<file path="config.mk">
export PLATFORM = sky130hd
export DESIGN_NAME = packet_id_session_generator_unit
export DESIGN_NICKNAME = d
export VERILOG_FILES = /design/src/hw/rtl/pidsg_pkg.sv /design/src/hw/rtl/packet_id_session_generator_unit.sv
export SDC_FILE = /design/constraint.sdc
export NUM_CORES = 2
export LEC_CHECK = 0
export BUFFER_PORTS_ARGS = -buffer_cell sky130_fd_sc_hd__buf_4
export CORE_MARGIN = 2
export CORE_UTILIZATION = 25
export CTS_CLUSTER_DIAMETER = 120
export CTS_CLUSTER_SIZE = 28
export DETAILED_ROUTE_END_ITERATION = 8
export PLACE_DENSITY = 0.38
export SLEW_MARGIN = 40
export SYNTH_ARGS = -nofsm -noshare
export SYNTH_HDL_FRONTEND = slang
export SYNTH_SLANG_ARGS = --single-unit
</file>
<file path="constraint.sdc">
create_clock -name clk_i -period 26.2 [get_ports clk_i]
set_input_delay 2.62 -clock clk_i [delete_from_list [all_inputs] [get_ports clk_i]]
set_output_delay 2.62 -clock clk_i [all_outputs]
set_load 0.1 [all_outputs]
</file>
<file path="src/hw/rtl/pidsg_pkg.sv">
// ----------------------------------------------------------------------------
// Packet id session generator package
// Shared item types, operation codes and mixing constants.
// ----------------------------------------------------------------------------
package pidsg_pkg;

  // Operation codes carried by an input item
  localparam logic [2:0] OpBoot       = 3'd0;
  localparam logic [2:0] OpId32       = 3'd1;
  localparam logic [2:0] OpId64       = 3'd2;
  localparam logic [2:0] OpRotate     = 3'd3;
  localparam logic [2:0] OpInfo       = 3'd4;
  localparam logic [2:0] OpInvalidate = 3'd5;

  // Magic slot actions reported with a result
  localparam logic [1:0] MagicNone  = 2'd0;
  localparam logic [1:0] MagicWrite = 2'd1;
  localparam logic [1:0] MagicZero  = 2'd2;

  // Arithmetic constants
  localparam logic [31:0] MixK1       = 32'h85EB_CA6B;
  localparam logic [31:0] MixK2       = 32'hC2B2_AE35;
  localparam logic [31:0] Golden      = 32'h9E37_79B9;
  localparam logic [31:0] MagicValue  = 32'h4C55_4E42;
  localparam logic [31:0] SeqLimit    = 32'hFFFF_FFFE;
  localparam logic [31:0] WakeSkip    = 32'd256;
  localparam logic [7:0]  PersistMask = 8'hFF;

  typedef struct packed {
    logic [2:0]  operation;
    logic [31:0] entropy_a;
    logic [31:0] entropy_b;
    logic [31:0] entropy_c;
    logic [31:0] rtc_time;
    logic [31:0] stored_magic;
    logic [31:0] backup_session;
    logic [31:0] backup_sequence;
    logic [31:0] stored_boots;
  } in_item_t;

  typedef struct packed {
    logic [63:0] id_value;
    logic [31:0] session_now;
    logic [31:0] sequence_now;
    logic [31:0] boots_now;
    logic        save_session_seq;
    logic [31:0] saved_session;
    logic [31:0] saved_sequence;
    logic        save_boots;
    logic [1:0]  magic_action;
  } out_item_t;

endpackage

</file>
<file path="src/hw/rtl/packet_id_session_generator_unit.sv">
// ----------------------------------------------------------------------------
// Packet id session generator unit
// Keeps session, sequence and boot count state and issues packet ids.
// ----------------------------------------------------------------------------
// Usage:
//   Input channel in_valid_i / in_ready_o carries one operation item
//   (boot, id32, id64, rotate, info, invalidate) with entropy words, the
//   clock word and the backup slot values read at boot. Output channel
//   out_valid_o / out_ready_i returns exactly one result per item: the id,
//   the state after the operation and the backup write requests.
//   One item is worked on at a time by a small sequencer around a single
//   shared 32x32 multiplier; in_ready_o is high only while it is idle.
//   The time from transfer to result is set by the multiplier rounds of
//   the mix: boot, info, invalidate and id64 need none, id32 mixes its id,
//   each fresh session adds the seed and mix rounds, and the spare word is
//   mixed as well when the mix gives zero. Worst case is a lazy boot
//   followed by a rotation, when both mixes fall back.
//   A finished result waits in an output register; the next item is taken
//   meanwhile, and the sequencer only holds at its last step if the
//   previous result is still not taken.
//   Reset clears session, sequence and boot count and marks the block not
//   initialized, so the first boot, id32, id64, rotate or info operation boots it.
// ----------------------------------------------------------------------------
module packet_id_session_generator_unit (
  input  logic                 clk_i,
  input  logic                 rst_ni,
  input  logic                 in_valid_i,
  output logic                 in_ready_o,
  input  pidsg_pkg::in_item_t  in_item_i,
  output logic                 out_valid_o,
  input  logic                 out_ready_i,
  output pidsg_pkg::out_item_t out_item_o
);

  // Sequencer state codes
  localparam logic [4:0] SIdle = 5'd0;
  localparam logic [4:0] SBoot = 5'd1;
  localparam logic [4:0] SOp   = 5'd2;
  localparam logic [4:0] SG0   = 5'd3;
  localparam logic [4:0] SG1   = 5'd4;
  localparam logic [4:0] SG2   = 5'd5;
  localparam logic [4:0] SG3   = 5'd6;
  localparam logic [4:0] SG4   = 5'd7;
  localparam logic [4:0] SG5   = 5'd8;
  localparam logic [4:0] SG6   = 5'd9;
  localparam logic [4:0] SG7   = 5'd10;
  localparam logic [4:0] SG8   = 5'd11;
  localparam logic [4:0] SI0   = 5'd12;
  localparam logic [4:0] SI1   = 5'd13;
  localparam logic [4:0] SI2   = 5'd14;
  localparam logic [4:0] SI3   = 5'd15;
  localparam logic [4:0] SDone = 5'd16;

  logic [4:0]  state_q, state_d;
  logic [31:0] session_q, session_d;
  logic [31:0] seq_q, seq_d;
  logic [31:0] boots_q, boots_d;
  logic        ready_q, ready_d;

  pidsg_pkg::in_item_t  item_q, item_d;
  pidsg_pkg::out_item_t out_q, out_d;
  logic                 out_valid_q, out_valid_d;

  logic        req_ss_q, req_ss_d;
  logic [31:0] req_sess_q, req_sess_d;
  logic [31:0] req_seq_q, req_seq_d;
  logic        req_boots_q, req_boots_d;
  logic [1:0]  req_magic_q, req_magic_d;
  logic [63:0] id_q, id_d;

  logic [31:0] acc_q, acc_d;
  logic [31:0] tmp_q, tmp_d;
  logic [31:0] gen_prev_q, gen_prev_d;
  logic [31:0] gen_tally_q, gen_tally_d;
  logic        gen_boot_q, gen_boot_d;
  logic [31:0] old_seq_q, old_seq_d;
  logic [31:0] old_sess_q, old_sess_d;

  // Shared multiplier operands and helpers
  logic [31:0] mul_a, mul_k, mul_p;
  logic [31:0] sh16, sh13, mix_y, c_pre;
  logic [32:0] skip_sum;
  logic [31:0] gen_val;
  logic        gen_fin;
  logic        in_xfer;

  assign in_ready_o  = (state_q == SIdle);
  assign in_xfer     = in_valid_i && in_ready_o;
  assign out_valid_o = out_valid_q;
  assign out_item_o  = out_q;

  assign sh16     = acc_q ^ (acc_q >> 16);
  assign sh13     = acc_q ^ (acc_q >> 13);
  assign mix_y    = sh16 ^ item_q.entropy_b;
  assign c_pre    = item_q.entropy_c ^ (item_q.entropy_c >> 16);
  assign skip_sum = {1'b0, item_q.backup_sequence} + {1'b0, pidsg_pkg::WakeSkip};

  // Select multiplier operands per step
  always_comb begin
    mul_a = '0;
    mul_k = '0;
    unique case (state_q) inside
      SG0: begin
        mul_a = gen_tally_q;
        mul_k = pidsg_pkg::Golden;
      end
      SG1: begin
        mul_a = gen_prev_q;
        mul_k = pidsg_pkg::MixK1;
      end
      SG2, SI1: begin
        mul_a = sh16;
        mul_k = pidsg_pkg::MixK1;
      end
      SG3, SG5, SG7, SI2: begin
        mul_a = sh13;
        mul_k = pidsg_pkg::MixK2;
      end
      SG4: begin
        mul_a = mix_y ^ (mix_y >> 16);
        mul_k = pidsg_pkg::MixK1;
      end
      SG6: begin
        mul_a = c_pre;
        mul_k = pidsg_pkg::MixK1;
      end
      SI0: begin
        mul_a = old_seq_q;
        mul_k = pidsg_pkg::MixK1;
      end
      default: begin
        mul_a = '0;
        mul_k = '0;
      end
    endcase
  end

  assign mul_p = mul_a * mul_k;

  // Sequencer
  always_comb begin
    state_d     = state_q;
    session_d   = session_q;
    seq_d       = seq_q;
    boots_d     = boots_q;
    ready_d     = ready_q;
    item_d      = item_q;
    out_d       = out_q;
    out_valid_d = out_valid_q;
    req_ss_d    = req_ss_q;
    req_sess_d  = req_sess_q;
    req_seq_d   = req_seq_q;
    req_boots_d = req_boots_q;
    req_magic_d = req_magic_q;
    id_d        = id_q;
    acc_d       = acc_q;
    tmp_d       = tmp_q;
    gen_prev_d  = gen_prev_q;
    gen_tally_d = gen_tally_q;
    gen_boot_d  = gen_boot_q;
    old_seq_d   = old_seq_q;
    old_sess_d  = old_sess_q;
    gen_fin     = 1'b0;
    gen_val     = sh16;

    // Drop the result once it is taken
    if (out_valid_q && out_ready_i) begin
      out_valid_d = 1'b0;
    end

    unique case (state_q)
      SIdle: begin
        if (in_xfer) begin
          item_d      = in_item_i;
          req_ss_d    = 1'b0;
          req_sess_d  = '0;
          req_seq_d   = '0;
          req_boots_d = 1'b0;
          req_magic_d = pidsg_pkg::MagicNone;
          id_d        = '0;
          state_d     = SBoot;
        end
      end
      SBoot: begin
        state_d = SOp;
        if ((item_q.operation <= pidsg_pkg::OpInfo) && !ready_q) begin
          ready_d     = 1'b1;
          req_boots_d = 1'b1;
          gen_boot_d  = 1'b1;
          if (item_q.stored_magic == pidsg_pkg::MagicValue) begin
            boots_d = item_q.stored_boots + 32'd1;
            if (item_q.backup_sequence >= pidsg_pkg::SeqLimit) begin
              gen_prev_d  = item_q.backup_session;
              gen_tally_d = item_q.stored_boots + 32'd1;
              state_d     = SG0;
            end else begin
              session_d  = item_q.backup_session;
              seq_d      = skip_sum[32] ? pidsg_pkg::SeqLimit : skip_sum[31:0];
              req_ss_d   = 1'b1;
              req_sess_d = item_q.backup_session;
              req_seq_d  = skip_sum[32] ? pidsg_pkg::SeqLimit : skip_sum[31:0];
            end
          end else begin
            req_magic_d = pidsg_pkg::MagicWrite;
            boots_d     = '0;
            gen_prev_d  = '0;
            gen_tally_d = '0;
            state_d     = SG0;
          end
        end
      end
      SOp: begin
        state_d = SDone;
        if ((item_q.operation == pidsg_pkg::OpId32) ||
            (item_q.operation == pidsg_pkg::OpId64)) begin
          old_seq_d  = seq_q;
          old_sess_d = session_q;
          seq_d      = seq_q + 32'd1;
          if (item_q.operation == pidsg_pkg::OpId64) begin
            id_d = {session_q, seq_q};
          end else begin
            state_d = SI0;
          end
          if (seq_q >= pidsg_pkg::SeqLimit) begin
            gen_prev_d  = session_q;
            gen_tally_d = boots_q;
            gen_boot_d  = 1'b0;
            state_d     = SG0;
          end
        end else if (item_q.operation == pidsg_pkg::OpRotate) begin
          gen_prev_d  = session_q;
          gen_tally_d = boots_q;
          gen_boot_d  = 1'b0;
          state_d     = SG0;
        end else if (item_q.operation == pidsg_pkg::OpInvalidate) begin
          req_magic_d = pidsg_pkg::MagicZero;
        end
      end
      // Fresh session: seed, then two mix rounds, then a spare-word round on zero
      SG0: begin
        tmp_d   = mul_p;
        state_d = SG1;
      end
      SG1: begin
        acc_d   = item_q.entropy_a ^ tmp_q ^ item_q.rtc_time ^ mul_p;
        state_d = SG2;
      end
      SG2: begin
        acc_d   = mul_p;
        state_d = SG3;
      end
      SG3: begin
        acc_d   = mul_p;
        state_d = SG4;
      end
      SG4: begin
        acc_d   = mul_p;
        state_d = SG5;
      end
      SG5: begin
        acc_d   = mul_p;
        state_d = SG6;
      end
      SG6: begin
        // Fall back to the spare word when the mix is zero
        if (sh16 != 32'd0) begin
          gen_fin = 1'b1;
          gen_val = sh16;
        end else begin
          acc_d   = mul_p;
          state_d = SG7;
        end
      end
      SG7: begin
        acc_d   = mul_p;
        state_d = SG8;
      end
      SG8: begin
        gen_fin = 1'b1;
        gen_val = sh16 | 32'd1;
      end
      // Mixed 32-bit id
      SI0: begin
        if ((old_seq_q[7:0] & pidsg_pkg::PersistMask) == 8'd0) begin
          req_ss_d   = 1'b1;
          req_sess_d = old_sess_q;
          req_seq_d  = old_seq_q;
        end
        acc_d   = old_sess_q ^ mul_p;
        state_d = SI1;
      end
      SI1: begin
        acc_d   = mul_p;
        state_d = SI2;
      end
      SI2: begin
        acc_d   = mul_p;
        state_d = SI3;
      end
      SI3: begin
        id_d    = {32'd0, sh16};
        state_d = SDone;
      end
      SDone: begin
        // Hold until the output register is free
        if (!out_valid_q || out_ready_i) begin
          out_d.id_value         = id_q;
          out_d.session_now      = session_q;
          out_d.sequence_now     = seq_q;
          out_d.boots_now        = boots_q;
          out_d.save_session_seq = req_ss_q;
          out_d.saved_session    = req_sess_q;
          out_d.saved_sequence   = req_seq_q;
          out_d.save_boots       = req_boots_q;
          out_d.magic_action     = req_magic_q;
          out_valid_d            = 1'b1;
          state_d                = SIdle;
        end
      end
      default: begin
        state_d = SIdle;
      end
    endcase

    // Finish a generation: install session, restart sequence, request save
    if (gen_fin) begin
      session_d  = gen_val;
      seq_d      = '0;
      req_ss_d   = 1'b1;
      req_sess_d = gen_val;
      req_seq_d  = '0;
      if (gen_boot_q) begin
        state_d = SOp;
      end else if (item_q.operation == pidsg_pkg::OpId32) begin
        state_d = SI0;
      end else begin
        state_d = SDone;
      end
    end
  end

  // Control and state registers
  always_ff @(posedge clk_i or negedge rst_ni) begin
    if (!rst_ni) begin
      state_q     <= SIdle;
      session_q   <= '0;
      seq_q       <= '0;
      boots_q     <= '0;
      ready_q     <= 1'b0;
      out_valid_q <= 1'b0;
      gen_boot_q  <= 1'b0;
    end else begin
      state_q     <= state_d;
      session_q   <= session_d;
      seq_q       <= seq_d;
      boots_q     <= boots_d;
      ready_q     <= ready_d;
      out_valid_q <= out_valid_d;
      gen_boot_q  <= gen_boot_d;
    end
  end

  // Payload and work registers
  always_ff @(posedge clk_i) begin
    item_q      <= item_d;
    out_q       <= out_d;
    req_ss_q    <= req_ss_d;
    req_sess_q  <= req_sess_d;
    req_seq_q   <= req_seq_d;
    req_boots_q <= req_boots_d;
    req_magic_q <= req_magic_d;
    id_q        <= id_d;
    acc_q       <= acc_d;
    tmp_q       <= tmp_d;
    gen_prev_q  <= gen_prev_d;
    gen_tally_q <= gen_tally_d;
    old_seq_q   <= old_seq_d;
    old_sess_q  <= old_sess_d;
  end

  // Assertions
  a_accept_starts_boot: assert property (@(posedge clk_i) disable iff (!rst_ni)
    in_xfer |=> (state_q == SBoot))
    else $error("transfer did not start the boot step");

  a_ready_sticky: assert property (@(posedge clk_i) disable iff (!rst_ni)
    ready_q |=> ready_q)
    else $error("initialized flag dropped without reset");

  a_no_save_zero: assert property (@(posedge clk_i) disable iff (!rst_ni)
    (out_valid_o && !out_item_o.save_session_seq) |->
      ((out_item_o.saved_session == 32'd0) && (out_item_o.saved_sequence == 32'd0)))
    else $error("save values set without a save request");

  a_boots_with_save: assert property (@(posedge clk_i) disable iff (!rst_ni)
    (out_valid_o && out_item_o.save_boots) |-> out_item_o.save_session_seq)
    else $error("boot count save without session save");

  a_magic_code: assert property (@(posedge clk_i) disable iff (!rst_ni)
    out_valid_o |-> (out_item_o.magic_action != 2'd3))
    else $error("undefined magic action");

endmodule

</file>
==> metrics.md <==
| Metric | Value |
|---|---|
| Minimum clock period | 10880 ps |
| Antenna Nets Post-Route | 0 |
| Max cap viols | 0 |
| Commonest non-fill, non-tap cell in the layout | edfxtp_1 |
| CP arrival | around 11000 ps |
| Deepest level of the CTS H-tree | 2 |
| Status | finished clean |
| TritonCTS clock tree | done |
| Number of enable-type register cells in the synthesized netlist | 778 |
| First-iteration detailed-routing DRC count | approximately 3.4k |
| Post-synth net total | around 4.8k |
| Final setup violating endpoints | 0 |
| Clock buffer count from CTS | 42 |
| IO buf count | 492 |
| Layout cell share with drive strength beyond 1 | 0.160 |
| Pre-CTS setup slack | between 15000 and 20000 ps |
| Hold/Removal Path Class | flop to flop |
| Synth Warn # | 0 |
| CP max stage delay | ~800 ps |
| Synthesized area | ~50000 µm² |
| Root Buffer | clkbuf_16 |
| Critical path's most frequent cell | fa_1 |
| Die ar. | about 200000 µm² |
| Worst setup EP type | flop |
| CTS sink cnt | roughly 900 |
| Worst rel slew slack | 0.342 |
| First-pass GRT wire length | 298 mm |
| HPWL after DPL | about 180 mm |
| Vert. Die Dim | between 400 and 500 µm |
| Post-Route Skew | around 83 ps |
| Via count | 33.8k |
| I/O pin count | between 400 and 500 |
| Fillers | 20.7k |
| RSZ-0062 raised after global routing | no |
| Area of the multi-input gates | about 21000 µm² |
| Post-Syn Instances | 4047 |
| Horiz. Die Dim | 452 µm |
| Detailed-route wire length | 220 mm |
| Crit start category | flop |
| Final setup TNS | 0 ps |
| Setup bufs post-CTS | 0 |
| Sequential Area | roughly 27000 µm² |
| Overflow after GRT | 0 |
| # hold bufs at CTS | 0 |
| Initial antenna violation count | 13 |
| Final Hold Fails | 0 |
| Register area share after synthesis | 0.530 |
| Core area | 200000 µm² |
| GRT Overall Usage | 0.211 |
| Max-slew violation count | 0 |
| Primary FF master, synth | edfxtp_1 |
| Crit path kind | flop to flop |
| Final weighted congestion in routability-driven placement | approximately 0.94 |
| Clock Path Buffers | 3 |
| Count of nets after finishing | 5301 |
| DRC violations left | 0 |
| Via density per instance | ~4.7 |
| Initial core utilization | 0.251 |
| CP Buf/Inv Count | 5 |
| Clk_lat worst skew | 710 ps |
| Post_cts resized | 0 |
| Seq cells post-synth | 915 |
| Largest net degree at the start of global routing | between 100 and 150 |
| Syn Area/Cell | 12.4 µm² |
| Cell Rows | 164 |
| Commonest non-fill, non-tap cells in the layout | edfxtp_1 (778), buf_4 (572), inv_1 (515) |
| WL/cell | approximately 31 µm |
| Vias in the first global route | roughly 34k |
| Area Overhead vs Synth | 17.4% |
| Period Utilization, post-route | 0.415 |
| CP delay by family, top | adder cells |
| Worst-margin pin slew | between 900 and 1000 ps |
| 1st-pass router iterations | 6 |
| Synth async-reset ratio | 0.114 |
| Clock slew seen by the registers of the worst setup and hold paths | 120 ps |
| Max FO, Critical Path | 40 |
| Post-route setup slack | roughly 15000 ps |
| Slowest-stage cell, CP | dfrtp_1 |
| Worst endpoint required time | approximately 27000 ps |
| Yosys cell types | 99 |
| Max Fclk | between 90 and 100 MHz |
## through the flow
| stage | std cells | area (µm²) | hold WS, ps | utilization |
|---|---|---|---|---|
| floorplan | 4047 | 50300 | 400 | - |
| global placement | 7110 | 57300 | 402 | 0.287 |
| detailed placement | 7117 | 57600 | 405 | 0.288 |
| CTS | 7194 | 58900 | 430 | 0.295 |
| global route | 7198 | 59000 | 439 | 0.295 |
| finish | 7200 | 59000 | 425 | 0.295 |
## cell usage after synthesis, drive strengths merged, types with 13 or more instances
master	number	area, µm²
clkbuf	124	467
and2	48	303
o31ai	13	97.6
edfxtp	778	23400
buf	44	233
xor2	109	955
inv	519	1950
a222oi	17	170
fa	399	7990
nand4	22	138
a21o	52	390
and3	37	231
nor3	27	140
a22oi	42	315
nor4	21	159
ha	132	1650
dfxtp	33	661
a21oi	116	581
xnor2	178	1560
nor2	211	802
mux2i	21	214
a31oi	29	181
dfrtp	104	2600
a22o	39	342
nand2	479	1800
a211oi	19	163
a311oi	21	184
nand3	91	460
o21ai	179	896
## sequential cells by signal, indices dropped and copies added (netlist names)
signal / cells
seq_q: 32
old_sess_q: 32
req_magic_q: 2
boots_q: 32
req_seq_q: 32
acc_q: 32
req_sess_q: 32
old_seq_q: 32
req_ss_q: 1
ready_q: 1
tmp_q: 32
req_boots_q: 1
out_valid_o: 1
item_q: 259
gen_tally_q: 32
gen_boot_q: 1
gen_prev_q: 32
out_item_o: 228
state_q: 5
session_q: 32
id_q: 64
## final timing paths
kind,depth (start not counted),from,to,slack [ps]
setup / recovery,30,state_q[1],acc_q[31],15320
max in group asynchronous,3,rst_ni,session_q[17],23050
hold reg to reg,0,id_q[28],out_item_o[192],430
min in group asynchronous,1,rst_ni,seq_q[6],1900
hold / removal,0,id_q[28],out_item_o[192],430
setup reg to reg,30,state_q[1],acc_q[31],15320
## worst register-to-register path: cells and delay by family (launching register included)
kind | cells | cell delay, ps
xor gates and xnor gates | 2 | 360
AOI/OAI and AO/OA | 8 | 1830
and+or+nand+nor | 6 | 1930
adders and majority gates | 9 | 4240
buffers and inverters | 5 | 1440
DFF | 1 | 800
## logic make-up (layout without fill, tap and decap cells)
logic type                 count (synthesis)  count (layout)  share of synthesized area
AOI/OAI and AO/OA                        591             591                     0.0772
xor gates and xnor gates                 292             292                     0.0523
adders and majority gates                532             532                      0.192
buffers and inverters                    689            1182                     0.0529
DFF                                      915             915                      0.530
muxes                                     22              22                    0.00448
other                                      0               4                          0
and+or+nand+nor                         1006            1006                     0.0914
## cell type report
| type | instances | area share |
|---|---|---|
| clock buffers | 63 | 0.0197 |
| multi-input cells | 2443 | 0.360 |
| inverters | 521 | 0.0333 |
| repair buffers | 584 | 0.0760 |
| well taps | 2656 | 0.0563 |
| clock inverters | 14 | 0.00308 |
| diodes | 4 | 0.000170 |
| flip-flops and latches | 915 | 0.451 |
## routing by layer
layer	share of wire	vias up	track usage
met5	0.00020	-	0
met4	0.032	8	0.0628
met3	0.071	197	0.0427
met2	0.45	1220	0.325
met1	0.45	17700	0.298
li1	-	14700	-
Power is not shown: default switching activity piles up to over one toggle a cycle in this logic, so the estimate is an artifact.
